===== src/assert_macros.svh =====
// Assertion helpers shared by the RTL files.
`ifndef ASSERT_MACROS_SVH
`define ASSERT_MACROS_SVH

// Checks a property on every rising clock edge while reset is released.
`define ASSERT_AT(lbl, clk, rst_n, prop, msg) \
  lbl: assert property (@(posedge clk) disable iff (!rst_n) prop) else $error(msg);

// Same check on the default clock and reset of the block.
`define ASSERT_DEF(lbl, prop, msg) \
  `ASSERT_AT(lbl, clk_i, rst_ni, prop, msg)

`endif


===== src/twtw_pkg.sv =====
`default_nettype none

package twtw_pkg;

  localparam int NUM_SECONDS      = 64;
  localparam int SLOTS_PER_SECOND = 16;
  localparam int MAX_TIMERS       = 32;

  localparam int MsPerSec = 1000;
  localparam int SubMs    = MsPerSec / SLOTS_PER_SECOND;
  localparam int SpanMs   = NUM_SECONDS * MsPerSec;

  localparam int TIME_W  = 48;
  localparam int SLOT_W  = 10;
  localparam int SEQ_W   = 32;
  localparam int ID_W    = 42;
  localparam int CNT_W   = 6;
  localparam int SEC_W   = 6;
  localparam int MS_W    = 10;
  localparam int SUB_W   = 4;
  localparam int IVL_W   = 16;
  localparam int IDX_W   = (MAX_TIMERS > 1) ? $clog2(MAX_TIMERS) : 1;
  localparam int DSTEP_W = 1;
  localparam int DIV_STEPS = 2;

  // Time modulo the wheel span, and its split into seconds by a reciprocal.
  localparam int FMOD_W   = 17;
  localparam int QT_W     = 8;
  localparam int RECIP_SH = 26;
  localparam int RECIP_K  = (2**RECIP_SH + MsPerSec - 1) / MsPerSec;

  localparam logic [SEQ_W-1:0] SEQ_WRAP = 32'hFFFF_FFFE;

  localparam logic [1:0] KIND_ADDED    = 2'd0;
  localparam logic [1:0] KIND_EXPIRED  = 2'd1;
  localparam logic [1:0] KIND_REJECTED = 2'd2;
  localparam logic [1:0] KIND_DONE     = 2'd3;

  localparam logic CMD_ADD  = 1'b0;
  localparam logic CMD_TICK = 1'b1;

  typedef struct packed {
    logic             cmd;
    logic [IVL_W-1:0] interval_ms;
  } in_item_t;

  typedef struct packed {
    logic [1:0]       kind;
    logic [ID_W-1:0]  tmr_id;
    logic [CNT_W-1:0] live_count;
    logic             last;
  } out_item_t;

  typedef enum logic [2:0] {
    OP_NONE,
    OP_LOAD,
    OP_DIV,
    OP_REM,
    OP_ADD,
    OP_REJECT,
    OP_SCAN,
    OP_DONE
  } dp_op_e;

  typedef struct packed {
    dp_op_e           op;
    logic [IDX_W-1:0] idx;
    logic             use_target;
  } dp_cmd_t;

  typedef struct packed {
    logic out_free;
    logic is_tick;
    logic reject;
    logic hit;
    logic slots_differ;
  } dp_status_t;

  // Sub-slot of a millisecond within its second, saturated at the last slot.
  function automatic logic [SUB_W-1:0] sub_slot(input logic [MS_W-1:0] ms);
    logic [SUB_W-1:0] sub;
    sub = '0;
    for (int k = 1; k < SLOTS_PER_SECOND; k++) begin
      if (ms >= MS_W'(k * SubMs)) begin
        sub = SUB_W'(k);
      end
    end
    return sub;
  endfunction

endpackage

`default_nettype wire


===== src/twtw_dp.sv =====
`default_nettype none

module twtw_dp (
  input  wire                  clk_i,
  input  wire                  rst_ni,
  input  twtw_pkg::in_item_t   in_item_i,
  input  twtw_pkg::dp_cmd_t    cmd_i,
  output twtw_pkg::dp_status_t status_o,
  output logic                 out_valid_o,
  input  wire                  out_ready_i,
  output twtw_pkg::out_item_t  out_item_o
);

  `include "assert_macros.svh"

  logic [twtw_pkg::TIME_W-1:0]  now_q, now_d;
  logic [twtw_pkg::FMOD_W-1:0]  rnow_q, rnow_d;
  logic [twtw_pkg::SLOT_W-1:0]  scan_slot_q, scan_slot_d;
  logic [twtw_pkg::SEQ_W-1:0]   seq_q, seq_d;
  logic [twtw_pkg::CNT_W-1:0]   live_q, live_d;
  logic [twtw_pkg::MAX_TIMERS-1:0] valid_q, valid_d;
  logic [twtw_pkg::TIME_W-1:0]  expire_q [twtw_pkg::MAX_TIMERS];
  logic [twtw_pkg::ID_W-1:0]    id_q [twtw_pkg::MAX_TIMERS];

  twtw_pkg::in_item_t           item_q;
  logic [twtw_pkg::TIME_W-1:0]  f_q;
  logic [twtw_pkg::FMOD_W-1:0]  fmod_q, fmod_c;
  logic [twtw_pkg::MS_W-1:0]    rem_q, rem_d;
  logic [twtw_pkg::QT_W-1:0]    quot_q, quot_d;

  logic                         out_valid_q, out_valid_d;
  twtw_pkg::out_item_t          out_q, out_d;

  logic [twtw_pkg::IVL_W-1:0]   incr;
  logic [twtw_pkg::TIME_W:0]    sum_x;
  logic [twtw_pkg::TIME_W-1:0]  sum;
  logic [twtw_pkg::FMOD_W-1:0]  rsum;
  logic [2*twtw_pkg::FMOD_W-1:0] prod;
  logic [twtw_pkg::SLOT_W-1:0]  slot_c, cur_slot;
  logic [twtw_pkg::IDX_W-1:0]   free_ix;
  logic                         found;
  logic                         out_free, hit, reject, emit, wr_en;

  assign incr  = (in_item_i.cmd == twtw_pkg::CMD_TICK) ? twtw_pkg::IVL_W'(1)
                                                        : in_item_i.interval_ms;
  assign sum_x = {1'b0, now_q} + (twtw_pkg::TIME_W+1)'(incr);
  assign sum   = sum_x[twtw_pkg::TIME_W-1:0];
  assign rsum  = rnow_q + twtw_pkg::FMOD_W'(incr);

  // The new time modulo the wheel span. When the 48-bit sum wraps, the
  // wrapped value is already below the largest delay and needs no reduction.
  always_comb begin
    if (sum_x[twtw_pkg::TIME_W]) begin
      fmod_c = sum[twtw_pkg::FMOD_W-1:0];
    end else if (rsum >= twtw_pkg::FMOD_W'(twtw_pkg::SpanMs)) begin
      fmod_c = rsum - twtw_pkg::FMOD_W'(twtw_pkg::SpanMs);
    end else begin
      fmod_c = rsum;
    end
  end

  // Seconds by reciprocal multiplication, exact for every value below 2^17;
  // the millisecond remainder follows in the next cycle.
  assign prod   = (2*twtw_pkg::FMOD_W)'(fmod_q) * (2*twtw_pkg::FMOD_W)'(twtw_pkg::RECIP_K);
  assign quot_d = prod[twtw_pkg::RECIP_SH +: twtw_pkg::QT_W];
  assign rem_d  = twtw_pkg::MS_W'(fmod_q - twtw_pkg::FMOD_W'(quot_q)
                                  * twtw_pkg::FMOD_W'(twtw_pkg::MsPerSec));

  assign slot_c = twtw_pkg::SLOT_W'(quot_q[twtw_pkg::SEC_W-1:0])
                * twtw_pkg::SLOT_W'(twtw_pkg::SLOTS_PER_SECOND)
                + twtw_pkg::SLOT_W'(twtw_pkg::sub_slot(rem_q));

  always_comb begin
    free_ix = '0;
    found   = 1'b0;
    for (int i = 0; i < twtw_pkg::MAX_TIMERS; i++) begin
      if (!found && !valid_q[i]) begin
        free_ix = twtw_pkg::IDX_W'(i);
        found   = 1'b1;
      end
    end
  end

  assign cur_slot = cmd_i.use_target ? slot_c : scan_slot_q;
  assign hit = valid_q[cmd_i.idx]
            && (id_q[cmd_i.idx][twtw_pkg::ID_W-1:twtw_pkg::SEQ_W] == cur_slot)
            && (expire_q[cmd_i.idx] <= now_q);
  assign reject = (item_q.cmd == twtw_pkg::CMD_ADD)
               && ((item_q.interval_ms == '0)
               || ({1'b0, item_q.interval_ms} > (twtw_pkg::IVL_W+1)'(twtw_pkg::SpanMs))
               || (live_q >= twtw_pkg::CNT_W'(twtw_pkg::MAX_TIMERS)));
  assign out_free = !out_valid_q || out_ready_i;

  always_comb begin
    now_d       = now_q;
    rnow_d      = rnow_q;
    scan_slot_d = scan_slot_q;
    seq_d       = seq_q;
    live_d      = live_q;
    valid_d     = valid_q;
    emit        = 1'b0;
    wr_en       = 1'b0;
    out_d       = out_q;
    unique case (cmd_i.op)
      twtw_pkg::OP_LOAD: begin
        if (in_item_i.cmd == twtw_pkg::CMD_TICK) begin
          now_d  = sum;
          rnow_d = fmod_c;
        end
      end
      twtw_pkg::OP_ADD: begin
        if (out_free) begin
          wr_en            = 1'b1;
          valid_d[free_ix] = 1'b1;
          live_d           = live_q + twtw_pkg::CNT_W'(1);
          seq_d            = seq_q + twtw_pkg::SEQ_W'(1);
          if (seq_d == twtw_pkg::SEQ_WRAP) begin
            seq_d = twtw_pkg::SEQ_W'(1);
          end
          emit  = 1'b1;
          out_d = '{kind: twtw_pkg::KIND_ADDED, tmr_id: {slot_c, seq_q},
                    live_count: live_d, last: 1'b1};
        end
      end
      twtw_pkg::OP_REJECT: begin
        if (out_free) begin
          emit  = 1'b1;
          out_d = '{kind: twtw_pkg::KIND_REJECTED, tmr_id: '0,
                    live_count: live_q, last: 1'b1};
        end
      end
      twtw_pkg::OP_SCAN: begin
        if (out_free && hit) begin
          valid_d[cmd_i.idx] = 1'b0;
          if (live_q != '0) begin
            live_d = live_q - twtw_pkg::CNT_W'(1);
          end
          emit  = 1'b1;
          out_d = '{kind: twtw_pkg::KIND_EXPIRED, tmr_id: id_q[cmd_i.idx],
                    live_count: live_d, last: 1'b0};
        end
      end
      twtw_pkg::OP_DONE: begin
        if (out_free) begin
          scan_slot_d = slot_c;
          emit        = 1'b1;
          out_d       = '{kind: twtw_pkg::KIND_DONE, tmr_id: '0,
                          live_count: live_q, last: 1'b1};
        end
      end
      default: begin
      end
    endcase
    out_valid_d = emit ? 1'b1 : (out_valid_q && !out_ready_i);
  end

  always_ff @(posedge clk_i or negedge rst_ni) begin
    if (!rst_ni) begin
      now_q       <= '0;
      rnow_q      <= '0;
      scan_slot_q <= '0;
      seq_q       <= twtw_pkg::SEQ_W'(1);
      live_q      <= '0;
      valid_q     <= '0;
      out_valid_q <= 1'b0;
      rem_q       <= '0;
      quot_q      <= '0;
    end else begin
      now_q       <= now_d;
      rnow_q      <= rnow_d;
      scan_slot_q <= scan_slot_d;
      seq_q       <= seq_d;
      live_q      <= live_d;
      valid_q     <= valid_d;
      out_valid_q <= out_valid_d;
      if (cmd_i.op == twtw_pkg::OP_LOAD) begin
        rem_q  <= '0;
        quot_q <= '0;
      end else if (cmd_i.op == twtw_pkg::OP_DIV) begin
        quot_q <= quot_d;
      end else if (cmd_i.op == twtw_pkg::OP_REM) begin
        rem_q <= rem_d;
      end
    end
  end

  always_ff @(posedge clk_i) begin
    if (cmd_i.op == twtw_pkg::OP_LOAD) begin
      item_q <= in_item_i;
      f_q    <= sum;
      fmod_q <= fmod_c;
    end
    if (wr_en) begin
      expire_q[free_ix] <= f_q;
      id_q[free_ix]     <= {slot_c, seq_q};
    end
    if (emit) begin
      out_q <= out_d;
    end
  end

  assign status_o = '{out_free: out_free, is_tick: (item_q.cmd == twtw_pkg::CMD_TICK),
                      reject: reject, hit: hit, slots_differ: (slot_c != scan_slot_q)};
  assign out_valid_o = out_valid_q;
  assign out_item_o  = out_q;

  `ASSERT_DEF(a_live_matches_valid,
    live_q == twtw_pkg::CNT_W'($countones(valid_q)), "live count disagrees with valid entries")
  `ASSERT_DEF(a_rem_in_range,
    rem_q < twtw_pkg::MS_W'(twtw_pkg::MsPerSec), "millisecond remainder out of range")
  `ASSERT_DEF(a_add_has_room,
    (cmd_i.op == twtw_pkg::OP_ADD) |-> found, "add issued with no free entry")

endmodule

`default_nettype wire


===== src/twtw_ctrl.sv =====
`default_nettype none

module twtw_ctrl (
  input  wire                  clk_i,
  input  wire                  rst_ni,
  input  wire                  in_valid_i,
  output logic                 in_ready_o,
  input  twtw_pkg::dp_status_t status_i,
  output twtw_pkg::dp_cmd_t    cmd_o
);

  `include "assert_macros.svh"

  typedef enum logic [2:0] {
    ST_IDLE,
    ST_DIV,
    ST_ADD,
    ST_REJ,
    ST_SCAN_A,
    ST_SCAN_B,
    ST_DONE
  } state_e;

  localparam logic [twtw_pkg::DSTEP_W-1:0] LastStep = twtw_pkg::DSTEP_W'(twtw_pkg::DIV_STEPS - 1);
  localparam logic [twtw_pkg::IDX_W-1:0]   LastIdx  = twtw_pkg::IDX_W'(twtw_pkg::MAX_TIMERS - 1);

  state_e                       state_q;
  logic [twtw_pkg::DSTEP_W-1:0] step_q;
  logic [twtw_pkg::IDX_W-1:0]   idx_q;
  logic                         advance;

  assign in_ready_o = (state_q == ST_IDLE);
  // A scan position moves on once its entry is not due or the output register can take its result.
  assign advance = !status_i.hit || status_i.out_free;

  always_comb begin
    cmd_o = '{op: twtw_pkg::OP_NONE, idx: idx_q, use_target: (state_q == ST_SCAN_B)};
    unique case (state_q)
      ST_IDLE:   cmd_o.op = in_valid_i ? twtw_pkg::OP_LOAD : twtw_pkg::OP_NONE;
      ST_DIV:    cmd_o.op = (step_q == LastStep) ? twtw_pkg::OP_REM : twtw_pkg::OP_DIV;
      ST_ADD:    cmd_o.op = twtw_pkg::OP_ADD;
      ST_REJ:    cmd_o.op = twtw_pkg::OP_REJECT;
      ST_SCAN_A: cmd_o.op = twtw_pkg::OP_SCAN;
      ST_SCAN_B: cmd_o.op = twtw_pkg::OP_SCAN;
      ST_DONE:   cmd_o.op = twtw_pkg::OP_DONE;
      default:   cmd_o.op = twtw_pkg::OP_NONE;
    endcase
  end

  always_ff @(posedge clk_i or negedge rst_ni) begin
    if (!rst_ni) begin
      state_q <= ST_IDLE;
      step_q  <= '0;
      idx_q   <= '0;
    end else begin
      unique case (state_q)
        ST_IDLE: begin
          if (in_valid_i) begin
            state_q <= ST_DIV;
            step_q  <= '0;
          end
        end
        ST_DIV: begin
          step_q <= step_q + twtw_pkg::DSTEP_W'(1);
          if (step_q == LastStep) begin
            idx_q <= '0;
            if (status_i.is_tick) begin
              state_q <= ST_SCAN_A;
            end else if (status_i.reject) begin
              state_q <= ST_REJ;
            end else begin
              state_q <= ST_ADD;
            end
          end
        end
        ST_ADD, ST_REJ, ST_DONE: begin
          if (status_i.out_free) begin
            state_q <= ST_IDLE;
          end
        end
        ST_SCAN_A: begin
          if (advance) begin
            idx_q <= idx_q + twtw_pkg::IDX_W'(1);
            if (idx_q == LastIdx) begin
              idx_q   <= '0;
              state_q <= status_i.slots_differ ? ST_SCAN_B : ST_DONE;
            end
          end
        end
        ST_SCAN_B: begin
          if (advance) begin
            idx_q <= idx_q + twtw_pkg::IDX_W'(1);
            if (idx_q == LastIdx) begin
              idx_q   <= '0;
              state_q <= ST_DONE;
            end
          end
        end
        default: state_q <= ST_IDLE;
      endcase
    end
  end

  `ASSERT_DEF(a_step_only_in_div,
    (state_q != ST_DIV) |=> (state_q != ST_DIV) || (step_q == '0),
    "division entered with a stale step count")
  `ASSERT_DEF(a_div_exit,
    (state_q == ST_DIV && step_q == LastStep) |=> (state_q != ST_DIV),
    "division ran past its last step")
  `ASSERT_DEF(a_scan_from_div,
    $rose(state_q == ST_SCAN_A) |-> $past(state_q == ST_DIV),
    "scan started without a finished division")

endmodule

`default_nettype wire


===== src/two_level_timing_wheel.sv =====
// Two-level millisecond timing wheel.
// Input channel (in_valid_i / in_ready_o / in_item_i): an add carries a delay
// in ms, a tick advances time by one millisecond. One item is in work at a time.
// Output channel (out_valid_o / out_ready_i / out_item_o): an add gives one
// result (added with its timer id, or rejected with id 0). A tick gives one
// expired result per due timer in the previous and current slot, then a done
// result; the final result of each item has last set.
// Every item is first loaded on its transfer, then the new time is split into
// second and millisecond in a quotient step and a remainder step. An add or a
// rejection then registers its result once the output register is free, and
// the block returns to idle for the next transfer.
// A tick walks the 32 table entries for the previous slot, and again for the
// current slot when the slot changes, one entry per cycle, then gives the
// done result.
// A result sits in an output register; the next item is accepted while it
// waits. When the receiver stalls, the walk holds on the due entry until the
// pending result transfers.
// Reset clears time, the scan position, the table and the output valid flag;
// the sequence number restarts at 1.
`default_nettype none

module two_level_timing_wheel (
  input  wire                 clk_i,
  input  wire                 rst_ni,
  input  wire                 in_valid_i,
  output logic                in_ready_o,
  input  twtw_pkg::in_item_t  in_item_i,
  output logic                out_valid_o,
  input  wire                 out_ready_i,
  output twtw_pkg::out_item_t out_item_o
);

  twtw_pkg::dp_cmd_t    cmd;
  twtw_pkg::dp_status_t status;

  twtw_ctrl u_ctrl (
    .clk_i      (clk_i),
    .rst_ni     (rst_ni),
    .in_valid_i (in_valid_i),
    .in_ready_o (in_ready_o),
    .status_i   (status),
    .cmd_o      (cmd)
  );

  twtw_dp u_dp (
    .clk_i       (clk_i),
    .rst_ni      (rst_ni),
    .in_item_i   (in_item_i),
    .cmd_i       (cmd),
    .status_o    (status),
    .out_valid_o (out_valid_o),
    .out_ready_i (out_ready_i),
    .out_item_o  (out_item_o)
  );

endmodule

`default_nettype wire

===== config.mk =====
export PLATFORM = sky130hd
export DESIGN_NAME = two_level_timing_wheel
export DESIGN_NICKNAME = d
export VERILOG_FILES = /design/src/twtw_pkg.sv /design/src/twtw_dp.sv /design/src/twtw_ctrl.sv /design/src/two_level_timing_wheel.sv
export VERILOG_INCLUDE_DIRS = /design/src /design/src/src
export SDC_FILE = /design/constraint.sdc
export NUM_CORES = 2
export LEC_CHECK = 0
export BUFFER_PORTS_ARGS = -buffer_cell sky130_fd_sc_hd__buf_2
export CORE_MARGIN = 3
export CORE_UTILIZATION = 33
export DETAILED_ROUTE_END_ITERATION = 8
export HOLD_SLACK_MARGIN = 0.1
export SLEW_MARGIN = 20
export SYNTH_ARGS = -nofsm -noshare
export SYNTH_HDL_FRONTEND = slang
export SYNTH_SLANG_ARGS = --single-unit

===== constraint.sdc =====
create_clock -name clk_i -period 26 [get_ports clk_i]
set_input_delay 1.3 -clock clk_i [delete_from_list [all_inputs] [get_ports clk_i]]
set_output_delay 1.3 -clock clk_i [all_outputs]
set_load 0.01 [all_outputs]

==> impl_metrics.ini <==
[status]
status = finished, final reports clean

[final_layout]
nFillCells = 35561
drive_above_1_share_pct = 21.6
finalNetCount = 7342
areaGrowthSynthToFinish_pct = 13.3

[power]
peakVddDrop_mv = 0.0948
switching_power_mw = 4.22
leakage_nw = 47.4
total_power_mw = 14.4
p_seq_share_pct = 43.7
power_frac_comb_pct = 24.6
power.density_nw_per_um2 = 97.4
p_sw_share_pct = 29.3
clockPowerShare_pct = 31.7
cellInternalPower_mw = 10.2

[timing]
finalHoldViolCount = 0
rsz0062_at_grt = no
fmax_mhz = 114
fin_crit_ps = 8740
relSlewSlack_pct = 22.8
period_share_pct = 33.6
setup_viol_count_final = 0
finalSetupTns_ps = 0
drv_slew = 0
finClkSkew_ps = 48.1
worst_pin_slew_ps = 1160

[floorplanning]
die_y_um = 635
die_w_um = 635
io_pins = 74
row_count = 230
die-area_um2 = 403000
coreArea_um2 = 393000
start_util_pct = 33.2

[detailed_routing]
post-route-drc-count = 0
drtPass1Iterations = 6
drt_iter0_drc = 9080
vias = 68801
wl_per_cell_um = 28.9
avgViaCountPerCell = 5.50
ant_nets = 0
wl_um = 362000

[clock_network]
cts_resized = 0
clkTransAtPathRegs_ps = 70
clock_latency_ps = 880
htreeDepth = 5
cts.sinks = 3184
cts_root_buf = clkbuf_16
ctsHoldBuffers = 0
cts_setup_buffers = 0
cts_buffers = 316
clock_path_buffers = 4
cts_tree = built

[setup_path]
startpoint_type = flop
crit_path_end_kind = flop
timing.setup.critical_path_class = flop to flop
arrival_ps = 9210
cp.required_ps = 26470
crit_start = u_ctrl.idx_q[0]$_DFFE_PN0P_
reg2regPathDepth = 17
critPathCapture = u_dp.out_item_o[22]$_DFFE_PP_
worstPathMaxFanout = 106
rrSetupSlack_ps = 17260
r2r-start = u_ctrl.idx_q[0]$_DFFE_PN0P_
rr_endpoint = u_dp.out_item_o[22]$_DFFE_PP_

[synth]
synthTopCellsByArea = edfxtp_1, mux4_2, dfrtp_1
async_flop_share_pct = 5.37
mappedNetlistArea_um2 = 130000
synth_fp_nets = 7107
synth_top_area_share_pct = 69.4
synth_cell_types = 111
ys_warn_count = 0
seq_area_frac_synth_pct = 72.7
ys_seq_elements = 3184
syn-mean-instance-area_um2 = 19.2
synthMostInstantiatedCell = edfxtp_1
synth_edf_count = 3013
synth_common_cells = edfxtp_1, mux4_2, nand2_1
yosysTopAreaCell = edfxtp_1
syn-instance-count = 6791
synth_top_flop_cell = edfxtp_1

[grt]
grt_pass1_wl_um = 517000
grt_use_total_pct = 17.7
grt_pass1_vias = 69477
grt_antenna_before_repair = 19
grt.overflow.total = 0
grt_max_degree = 125

[placed_design]
io_buffer_count = 73
gp_congestion = 0.827
dp.final_hpwl_um = 193000

[flow_run]
drv_cap = 0

[worst_hold_path]
min_path_type = input pin to async pin
registers in the layout, summed over array words and instances (netlist names):
signal	flops
u_dp.item_q	16
u_dp.seq_q	32
u_dp.rnow_q	17
u_dp.rem_q	9
u_dp.status_o	1
u_dp.scan_slot_q	10
u_dp.id_q	1344
u_dp.valid_q	32
u_dp.fmod_q	17
u_dp.quot_q	7
u_dp.out_valid_o	1
u_ctrl.state_q	3
u_dp.now_q	48
u_dp.f_q	48
u_dp.live_q	6
u_dp.out_item_o	51
u_ctrl.step_q	1
u_ctrl.idx_q	5
u_dp.expire_q	1536
final cells by class:
class,count,area (um2),area share [%]
tap,5220,6530,4.42
timing repair buffer,257,1870,1.27
antenna,4,10.0,0.00677
inverter,206,773,0.523
clock inverter,190,1850,1.25
sequential,3184,94800,64.2
multi-input combinational,3061,33500,22.7
clock buffer,383,8380,5.67
power by group through the flow:
stage,Sequential (mW),Clock (mW),Combinational [mW]
after CTS,6.30,4.64,3.58
after global placement,6.38,0,3.50
after floorplan,6.28,0,2.65
final,6.30,4.57,3.54
after detailed placement,6.40,0,3.54
after global routing,6.33,4.84,3.95
critical path: stages (launching register included):
cell and delay, ps:
dfrtp_4 1060, buf_12 720, buf_4 770, buf_12 650
mux4_2 590, a22oi_1 290, nand4_1 210, ha_1 340
nand4_1 160, inv_1 60, a221oi_1 360, nand2_1 100
o21ai_0 700, o22a_1 490, nand4_4 310, a21boi_0 270
nor2_4 140, buf_4 740
logic make-up (layout without fill, tap and decap cells):
| family | after synthesis | count (layout) | synth area share (%) |
|---|---|---|---|
| buf+inv | 546 | 1036 | 1.85 |
| other cells | 0 | 4 | 0 |
| flops | 3184 | 3184 | 72.7 |
| mux | 880 | 880 | 13.3 |
| fa+ha+maj | 297 | 297 | 3.12 |
| xor+xnor | 140 | 140 | 0.946 |
| simple gates | 895 | 895 | 3.71 |
| compound gates | 849 | 849 | 4.41 |
layer usage:
layer  vias up  wire length [um]  global-route usage, %
li1      28302                 -                      -
met2      3049            179000                   30.0
met1     36908            146000                   23.7
met4         2             10300                   5.04
met5         -                13                      0
met3       540             26100                   2.49
worst min path at each step:
stage | end | slack, ps | cells after the start
finish | u_dp.seq_q[3]$_DFFE_PN0P_ | 390 | 1
global route | u_dp.seq_q[10]$_DFFE_PN0P_ | 390 | 1
CTS | u_dp.seq_q[3]$_DFFE_PN0P_ | 350 | 1
detailed placement | u_dp.now_q[38]$_DFFE_PN0P_ | 470 | 1
global placement | u_dp.now_q[38]$_DFFE_PN0P_ | 470 | 1
floorplan | u_dp.now_q[38]$_DFFE_PN0P_ | 440 | 1
layout by cell type (no fill, tap or decap), types with 15 or more instances in the layout:
master     count
buf_2         72
or2_2         18
xnor2_1      107
nor3_1        51
mux4_2       678
dfrtp_1      144
nor2b_1       36
and3_1        28
mux2i_1      154
edfxtp_1    3013
nor2_1       134
o22ai_1      100
clkbuf_16    323
nand4_1       92
nor2_4        15
nand2_1      254
fa_1          48
nand3_1       74
o21ai_0      162
dfrtp_2       21
a31oi_1       29
o31ai_1       28
nand2b_1      20
ha_1         247
a211oi_1      18
xor2_1        32
a21o_1        41
buf_4        174
a21oi_1      109
a2111oi_0     16
nor4_1        32
clkbuf_1      53
inv_1        205
clkinv_2      54
a22oi_1      209
bufinv_16     33
mux2_2        48
and2_1        17
clkinv_1      71
metrics by stage:
step | util (%) | setup WS, ps | cells | area [um2] | hold WS, ps
after floorplan | - | 14080 | 6791 | 130000 | 445
after global placement | 35.0 | 17170 | 11926 | 137000 | 465
after detailed placement | 35.0 | 17120 | 11927 | 137000 | 470
after CTS | 37.6 | 17070 | 12500 | 148000 | 354
after global routing | 37.6 | 16700 | 12502 | 148000 | 392
final | 37.6 | 17260 | 12505 | 148000 | 390
Note: power is estimated with default switching activity, not from simulation.
